### src/lrpt_pkg.sv
// ----------------------------------------------------------------------------
// LRU resident page tracker package
// Field widths, default parameters and the control bundle of the cell row.
// ----------------------------------------------------------------------------
`default_nettype none

package lrpt_pkg;

	// Widths of the fields on the ports.
	localparam int LRPT_PAGE_W  = 16;
	localparam int LRPT_COUNT_W = 5;
	localparam int LRPT_CFG_W   = 5;

	// Reset value of the resident limit register.
	localparam logic [LRPT_CFG_W-1:0] LRPT_MAX_RESET = 5'd16;

	// Default build parameters.
	localparam int LRPT_CAPACITY   = 16;
	localparam int LRPT_INDEX_BITS = 16;

	// Control broadcast to every cell of the row.
	typedef struct packed {
		logic load;
		logic hit;
		logic evict;
	} lrpt_ctrl_t;

endpackage

`default_nettype wire

### src/lrpt_if.sv
// ----------------------------------------------------------------------------
// LRU resident page tracker channels
// Valid/ready interfaces for the access request and the result.
// ----------------------------------------------------------------------------
`default_nettype none

interface lrpt_req_if;
	logic                             valid;
	logic                             ready;
	logic [lrpt_pkg::LRPT_PAGE_W-1:0] page_index;

	modport source (output valid, output page_index, input ready);
	modport sink (input valid, input page_index, output ready);
endinterface

interface lrpt_rsp_if;
	logic                              valid;
	logic                              ready;
	logic                              hit;
	logic                              evicted;
	logic [lrpt_pkg::LRPT_PAGE_W-1:0]  evicted_index;
	logic [lrpt_pkg::LRPT_COUNT_W-1:0] resident_count;

	modport source (output valid, output hit, output evicted, output evicted_index,
		output resident_count, input ready);
	modport sink (input valid, input hit, input evicted, input evicted_index,
		input resident_count, output ready);
endinterface

`default_nettype wire

### src/lrpt_cell.sv
// ----------------------------------------------------------------------------
// LRU resident page tracker cell
// One place of the recency stack: holds an index, compares it with the
// request and takes its upper neighbor's entry when the stack shifts.
// ----------------------------------------------------------------------------
`default_nettype none

module lrpt_cell #(
	parameter int INDEX_BITS = lrpt_pkg::LRPT_INDEX_BITS
) (
	input  wire                     clk,
	input  wire                     arst_n,
	input  lrpt_pkg::lrpt_ctrl_t    ctrl,
	input  wire  [INDEX_BITS-1:0]   key,
	input  wire  [INDEX_BITS-1:0]   up_data,
	input  wire                     up_valid,
	input  wire                     next_valid,
	input  wire                     seen_in,
	output logic                    seen_out,
	input  wire  [INDEX_BITS-1:0]   tail_in,
	output logic [INDEX_BITS-1:0]   tail_out,
	output logic [INDEX_BITS-1:0]   data,
	output logic                    valid
);

	logic [INDEX_BITS-1:0] data_q;
	logic                  valid_q;
	logic                  match;
	logic                  is_last;
	logic                  shift;

	assign match    = valid_q && (data_q == key);
	assign seen_out = seen_in | match;

	// A cell below a hit keeps its entry. On an eviction the last valid cell is
	// overwritten and the empty cell below it stays empty.
	assign shift = ctrl.load && !seen_in && up_valid &&
		(ctrl.hit || !ctrl.evict || valid_q);

	assign is_last  = valid_q && !next_valid;
	assign tail_out = tail_in | (is_last ? data_q : '0);

	assign data  = data_q;
	assign valid = valid_q;

	always_ff @(posedge clk or negedge arst_n) begin
		if (!arst_n) begin
			valid_q <= 1'b0;
		end else if (shift) begin
			valid_q <= up_valid;
		end
	end

	always_ff @(posedge clk) begin
		if (shift) begin
			data_q <= up_data;
		end
	end

endmodule

`default_nettype wire

### src/lru_resident_page_tracker_unit.sv
// ----------------------------------------------------------------------------
// LRU resident page tracker
// Most-recently-used ordering of resident pages with LRU eviction.
// ----------------------------------------------------------------------------
// Usage:
// Each request on req carries a page index. The block looks it up among the
// resident pages and sends one result on rsp: whether the access hit, whether
// the least recently used page was evicted to make room, the evicted index
// (zero when nothing was evicted) and the resident count after the access.
// The resident limit is written through cfg_wr_en/cfg_wr_data while the block
// is idle; zero acts as one and values above CAPACITY act as CAPACITY.
// The result is registered: it is valid in the cycle after the request
// is accepted. Throughput is one request per cycle while the receiver
// takes results, set by the compare and shift across the row of cells.
// When the receiver stalls, the result is held in the output register and
// req.ready falls until the result is taken.
// Reset empties the stack, clears the output valid and restores a limit of 16.
// ----------------------------------------------------------------------------
`default_nettype none

module lru_resident_page_tracker_unit #(
	parameter int CAPACITY   = lrpt_pkg::LRPT_CAPACITY,
	parameter int INDEX_BITS = lrpt_pkg::LRPT_INDEX_BITS
) (
	input  wire                              clk,
	input  wire                              arst_n,
	lrpt_req_if.sink                         req,
	lrpt_rsp_if.source                       rsp,
	input  wire                              cfg_wr_en,
	input  wire  [lrpt_pkg::LRPT_CFG_W-1:0]  cfg_wr_data
);

	// Occupancy counts up to CAPACITY; comparisons with the limit register run
	// at the wider of the two widths.
	localparam int CNT_W = $clog2(CAPACITY + 1);
	localparam int CMP_W = (CNT_W > lrpt_pkg::LRPT_CFG_W) ? CNT_W : lrpt_pkg::LRPT_CFG_W;

	logic [lrpt_pkg::LRPT_CFG_W-1:0] max_resident_q;
	logic [CNT_W-1:0]                occ_q;
	logic [CNT_W-1:0]                occ_next;
	logic [CMP_W-1:0]                limit;
	logic [CMP_W-1:0]                max_wide;

	logic [INDEX_BITS-1:0]           key;
	logic [INDEX_BITS-1:0]           cell_data [CAPACITY];
	logic                            cell_valid [CAPACITY];
	logic                            seen [CAPACITY+1];
	logic [INDEX_BITS-1:0]           tail [CAPACITY+1];

	lrpt_pkg::lrpt_ctrl_t            ctrl;
	logic                            load;
	logic                            hit;
	logic                            evict;

	logic                            rsp_valid_q;
	logic                            hit_q;
	logic                            evicted_q;
	logic [lrpt_pkg::LRPT_PAGE_W-1:0]  evicted_index_q;
	logic [lrpt_pkg::LRPT_COUNT_W-1:0] resident_count_q;

	// A new request is taken whenever the output register is free or drains.
	assign req.ready = !rsp_valid_q || rsp.ready;
	assign load      = req.valid && req.ready;

	// Only the low INDEX_BITS bits of the page index take part.
	assign key = INDEX_BITS'(req.page_index);

	// Effective limit: zero acts as one, anything above the capacity saturates.
	assign max_wide = CMP_W'(max_resident_q);
	always_comb begin
		limit = max_wide;
		if (max_wide == '0) begin
			limit = CMP_W'(1);
		end else if (max_wide > CMP_W'(CAPACITY)) begin
			limit = CMP_W'(CAPACITY);
		end
	end

	// The hit flag comes out of the end of the match chain. A miss with the
	// stack at or above its limit drops the last valid entry.
	assign hit   = seen[CAPACITY];
	assign evict = !hit && (CMP_W'(occ_q) >= limit) && (occ_q != '0);

	assign ctrl.load  = load;
	assign ctrl.hit   = hit;
	assign ctrl.evict = evict;

	always_comb begin
		occ_next = occ_q;
		if (!hit && !evict) begin
			occ_next = occ_q + CNT_W'(1);
		end
	end

	assign seen[0] = 1'b0;
	assign tail[0] = '0;

	// The row of cells. Cell 0 is the most recently used entry and always takes
	// the request's index on an accepted request.
	for (genvar i = 0; i < CAPACITY; i++) begin : g_cell
		logic [INDEX_BITS-1:0] up_data;
		logic                  up_valid;
		logic                  next_valid;

		if (i == 0) begin : g_top
			assign up_data  = key;
			assign up_valid = 1'b1;
		end else begin : g_inner
			assign up_data  = cell_data[i-1];
			assign up_valid = cell_valid[i-1];
		end

		if (i == CAPACITY - 1) begin : g_bottom
			assign next_valid = 1'b0;
		end else begin : g_above
			assign next_valid = cell_valid[i+1];
		end

		lrpt_cell #(
			.INDEX_BITS(INDEX_BITS)
		) u_cell (
			.clk       (clk),
			.arst_n    (arst_n),
			.ctrl      (ctrl),
			.key       (key),
			.up_data   (up_data),
			.up_valid  (up_valid),
			.next_valid(next_valid),
			.seen_in   (seen[i]),
			.seen_out  (seen[i+1]),
			.tail_in   (tail[i]),
			.tail_out  (tail[i+1]),
			.data      (cell_data[i]),
			.valid     (cell_valid[i])
		);
	end

	always_ff @(posedge clk or negedge arst_n) begin
		if (!arst_n) begin
			max_resident_q <= lrpt_pkg::LRPT_MAX_RESET;
		end else if (cfg_wr_en) begin
			max_resident_q <= cfg_wr_data;
		end
	end

	always_ff @(posedge clk or negedge arst_n) begin
		if (!arst_n) begin
			occ_q       <= '0;
			rsp_valid_q <= 1'b0;
		end else begin
			if (load) begin
				occ_q       <= occ_next;
				rsp_valid_q <= 1'b1;
			end else if (rsp.ready) begin
				rsp_valid_q <= 1'b0;
			end
		end
	end

	// The result payload is captured with the request that produced it.
	always_ff @(posedge clk) begin
		if (load) begin
			hit_q            <= hit;
			evicted_q        <= evict;
			evicted_index_q  <= evict ? lrpt_pkg::LRPT_PAGE_W'(tail[CAPACITY]) : '0;
			resident_count_q <= lrpt_pkg::LRPT_COUNT_W'(occ_next);
		end
	end

	assign rsp.valid          = rsp_valid_q;
	assign rsp.hit            = hit_q;
	assign rsp.evicted        = evicted_q;
	assign rsp.evicted_index  = evicted_index_q;
	assign rsp.resident_count = resident_count_q;

endmodule

`default_nettype wire

### src/flat_wrapper.sv
// flat-port wrapper written by rule: the top's interface ports become plain ports
module lru_resident_page_tracker_unit_flat 
#(
	parameter int CAPACITY   = lrpt_pkg::LRPT_CAPACITY,
	parameter int INDEX_BITS = lrpt_pkg::LRPT_INDEX_BITS
)
  (clk, arst_n, cfg_wr_en, cfg_wr_data, req_valid, req_page_index, req_ready, rsp_valid, rsp_hit, rsp_evicted, rsp_evicted_index, rsp_resident_count, rsp_ready);
  lrpt_req_if req_i ();
  lrpt_rsp_if rsp_i ();
  input  wire clk;
  input  wire arst_n;
  input  wire cfg_wr_en;
  input  wire  [lrpt_pkg::LRPT_CFG_W-1:0] cfg_wr_data;
  input wire logic [$bits(req_i.valid)-1:0] req_valid;
  input wire logic [$bits(req_i.page_index)-1:0] req_page_index;
  output wire logic [$bits(req_i.ready)-1:0] req_ready;
  output wire logic [$bits(rsp_i.valid)-1:0] rsp_valid;
  output wire logic [$bits(rsp_i.hit)-1:0] rsp_hit;
  output wire logic [$bits(rsp_i.evicted)-1:0] rsp_evicted;
  output wire logic [$bits(rsp_i.evicted_index)-1:0] rsp_evicted_index;
  output wire logic [$bits(rsp_i.resident_count)-1:0] rsp_resident_count;
  input wire logic [$bits(rsp_i.ready)-1:0] rsp_ready;
  assign req_i.valid = req_valid;
  assign req_i.page_index = req_page_index;
  assign req_ready = req_i.ready;
  assign rsp_valid = rsp_i.valid;
  assign rsp_hit = rsp_i.hit;
  assign rsp_evicted = rsp_i.evicted;
  assign rsp_evicted_index = rsp_i.evicted_index;
  assign rsp_resident_count = rsp_i.resident_count;
  assign rsp_i.ready = rsp_ready;
  lru_resident_page_tracker_unit #(.CAPACITY(CAPACITY), .INDEX_BITS(INDEX_BITS)) u_core (.clk(clk), .arst_n(arst_n), .req(req_i), .rsp(rsp_i), .cfg_wr_en(cfg_wr_en), .cfg_wr_data(cfg_wr_data));
endmodule
### config.mk
export PLATFORM = sky130hd
export DESIGN_NAME = lru_resident_page_tracker_unit_flat
export DESIGN_NICKNAME = d
export VERILOG_FILES = /design/src/lrpt_pkg.sv /design/src/lrpt_if.sv /design/src/lrpt_cell.sv /design/src/lru_resident_page_tracker_unit.sv /design/src/flat_wrapper.sv
export SDC_FILE = /design/constraint.sdc
export NUM_CORES = 1
export LEC_CHECK = 0
export BUFFER_PORTS_ARGS = -buffer_cell sky130_fd_sc_hd__buf_2
export CAP_MARGIN = 10
export CORE_AREA = 2 2 168 170
export DETAILED_ROUTE_END_ITERATION = 10
export DIE_AREA = 0 0 170 172
export PLACE_DENSITY = 0.76
export SYNTH_ARGS = -nofsm -noshare
export SYNTH_HDL_FRONTEND = slang
export SYNTH_SLANG_ARGS = --single-unit
### constraint.sdc
create_clock -name clk -period 3.5 [get_ports clk]
set_clock_uncertainty 0.1 [all_clocks]
set_input_delay 0.7 -clock clk [delete_from_list [all_inputs] [get_ports clk]]
set_output_delay 0.7 -clock clk [all_outputs]
set_load 0.005 [all_outputs]
==> metrics.md <==
| Metric | Value |
|---|---|
| Dominant cell type by area after synthesis | edfxtp_1 |
| # IOs | between 50 and 60 |
| Logic gate share of total power | between 20 and 25% |
| Clk sinks | 306 |
| P_int | between 7 and 8 mW |
| Port buffer count | 50 |
| Syn Nets | ~1200 |
| Highest Clock Rate | between 0.3 and 0.4 GHz |
| Unrepaired setup endpoints after global routing | false |
| Period minus WS final | about 3300 ps |
| Core area | approximately 27000 um2 |
| Slew Viols, Final | 0 |
| H-tree depth | 2 |
| Post-layout util | around 67% |
| Die area | 29200 um2 |
| Register area share after synthesis | roughly 60% |
| Ys async rst share | between 8 and 9% |
| Final worst-path cycle share | 94.4% |
| Final worst slack | 195 ps |
| Clk pwr share | between 30% and 40% |
| WS Path Type | input port to flip-flop |
| GP Congestion | slightly above 1 |
| PwrDens | 588 nW/um2 |
| Number of buffers created by CTS | 34 |
| Arrival time at the worst endpoint | about 3500 ps |
| Sequential Area | between 9000 and 10000 um2 |
| Congestion Overflow GR | 0 |
| Leakage Power | 6.60 nW |
| Total track usage | roughly two fifths |
| Synthesized flop and latch total | approximately 300 |
| Worst EP required | around 3700 ps |
| Cell area after placement | roughly 17000 um2 |
| Routed len/inst | just over 30 um |
| Layout cells sized above 1 | between 20% and 30% |
| WL met2 | between 20000 and 30000 um |
| Worst slew pin tran | slightly below 800 ps |
| Syn Area/Cell | approximately 13 um2 |
| Post-synth top flop | edfxtp_1 |
| Psw | roughly 3.2 mW |
| Setup_tns | 0 ps |
| CTS tree | built |
| Multi-input gate area | about 5900 um2 |
| Die width | around 170 um |
| Post-synth EDFFs | between 200 and 300 |
| Switching Fraction | roughly 30% |
| Post-CTS Setup Inserts | 0 |
| Final Power | 10.9 mW |
| Worst rel slew slack | 47.4% |
| Area growth syn-to-layout | 20.3% |
| Critical Path End Type | flip-flop |
| CTS-repair resized insts | 0 |
| Most common cell after layout, fill and taps aside | edfxtp_1 |
| Drt first pass iters | 7 |
| Post-DRT Antenna Nets | 0 |
| Max-cap violations | 0 |
| Final wirelength | between 50000 and 60000 um |
| Final hold violations | 0 |
| Initial Util | a little under three fifths |
| Die H | 172 um |
| Cell variety after synth | 60 |
| Fillcell total | 2063 |
| Cells after Synth | roughly 1200 |
| M1 wire length | between 20000 and 25000 um |
| Vias after detailed routing | 11508 |
| DRC viols | 0 |
| Most frequent cells in the layout | 279 x edfxtp_1, 178 x buf_4, 135 x xnor2_1 |
| Drt via density | between 6 and 7 |
| Crit path launch type | input port |
| Root buf cell | clkbuf_16 |
| Clock Tree Buf Depth | 3 |
| Global-route wire length before repair | between 70000 and 80000 um |
| DP Wirelength | approximately 43000 um |
| Synth area leaders | edfxtp_1 54%, xnor2_1 7.7%, xor2_1 7.3% |
| Final Cell Area | 18500 um2 |
| Antenna violations before repair | 0 |
| Share of the synthesized area in the top cell type | 54.4% |
| Mapped cell area | about 15000 um2 |
| Status | finished, final reports clean |
| Top layer in use | met5 |
| Metal3 WL | around 6400 um |
| Largest net degree at the start of global routing | 28 |
| Net count, final | ~1400 |
| Hold crit path type | input port to asynchronous set/reset pin |
| 1st-iter DRT viols | 1441 |
| Clock Latency Late Sink | between 500 and 600 ps |
| Rows | 61 |
| Post-CTS Hold Fix Bufs | 0 |
| Max VDD drop | approximately 460 uV |
| Setup violations, final | 0 |
| Critical Path Fanout Max | 16 |
| Vias in the first global route | ~11000 |
| Share of total power in sequential cells | approximately 45% |
| Pre-CTS setup slack | -268 ps |
| Clock transition at path regs | 60 ps |
| Synth warn | 0 |
==> Yosys cell counts, types with 21 or more instances <==
cell type	number
a22oi_1	50
nand2_1	72
edfxtp_1	279
buf_4	23
nand4_1	43
nor2_1	21
xor2_1	129
a221oi_1	39
nor4_1	44
dfrtp_1	26
clkbuf_1	31
xnor2_1	135
and3_1	21
a22o_1	33
nand3_1	25
==> flip-flops by register name (all words and copies together), names as in the netlist <==
register / count
u_core.g_cell.u_cell.data: 256
u_core.g_cell.u_cell.valid: 16
u_core.rsp.evicted_index: 16
u_core.max_resident_q: 5
u_core.occ_q: 5
u_core.rsp.resident_count: 5
u_core.rsp.evicted: 1
u_core.rsp.hit: 1
u_core.rsp.valid: 1
==> cell type report <==
type	instances	share of cell area [%]
flip-flops and latches	306	48.9
multi-input cells	789	31.9
repair buffers	249	10.8
clock buffers	44	4.96
well taps	346	2.34
clock inverters	15	0.885
inverters	9	0.182
diodes	1	0.0135
==> critical path, stage by stage <==
cell and delay [ps]:
buf_2 220, buf_4 230, xor2_1 340, nor4_1 120
nand3b_1 120, a2bb2oi_1 160, o211ai_1 100, buf_4 170
nor4_4 400, nand3_4 260, buf_4 230, o211a_1 230
buf_12 160
==> kinds of logic (layout without fill, tap and decap cells) <==
| kind of cell | after synthesis | after routing | synth area share, % |
|---|---|---|---|
| AO/OA/AOI/OAI | 188 | 188 | 9.69 |
| XOR/XNOR | 264 | 264 | 15.0 |
| adder cells (fa/ha/maj) | 7 | 7 | 0.569 |
| buffers and inverters | 77 | 317 | 3.04 |
| flip-flops | 306 | 306 | 58.8 |
| multiplexers | 6 | 6 | 0.439 |
| other | 0 | 1 | 0 |
| AND/OR/NAND/NOR | 324 | 324 | 12.4 |
==> per-stage QoR <==
stage          hold slack [ps]  cells
2_1_floorplan              304   1172
3_3_place_gp               378   1699
3_5_place_dp               385   1699
4_1_cts                    128   1758
5_1_grt                    158   1758
6_report                   118   1759
==> per-layer routing <==
metal / track usage [%] / vias to the layer above
met3: 8.58 / 113
met4: 16.9 / 2
met1: 50.4 / 5741
met5: 2.43 / -
met2: 60.5 / 698
li1: - / 4954
==> final timing paths <==
check / slack, ps / cells past startpoint / start / endpoint
max reg2reg: 210 / 11 / u_core.g_cell[1].u_cell.data[8] / u_core.g_cell[15].u_cell.data[1]
min in group clk: 290 / 2 / req_valid / u_core.rsp.valid
max in group asynchronous: 2740 / 1 / arst_n / u_core.max_resident_q[1]
max: 200 / 13 / req_page_index[9] / u_core.g_cell[1].u_cell.data[8]
min reg2reg: 400 / 0 / u_core.g_cell[8].u_cell.data[6] / u_core.g_cell[9].u_cell.data[6]
min: 120 / 1 / arst_n / u_core.rsp.valid
==> power by group through the flow <==
stage                     registers (mW)  clock network (mW)  logic [mW]
after detailed placement            4.94                   0        2.40
after global routing                4.92                3.69        2.61
final                               4.90                3.54        2.45
after floorplan                     4.78                   0        1.33
after global placement              4.93                   0        2.38
after CTS                           4.87                3.57        2.42
Power figures use the tool's default switching activity.
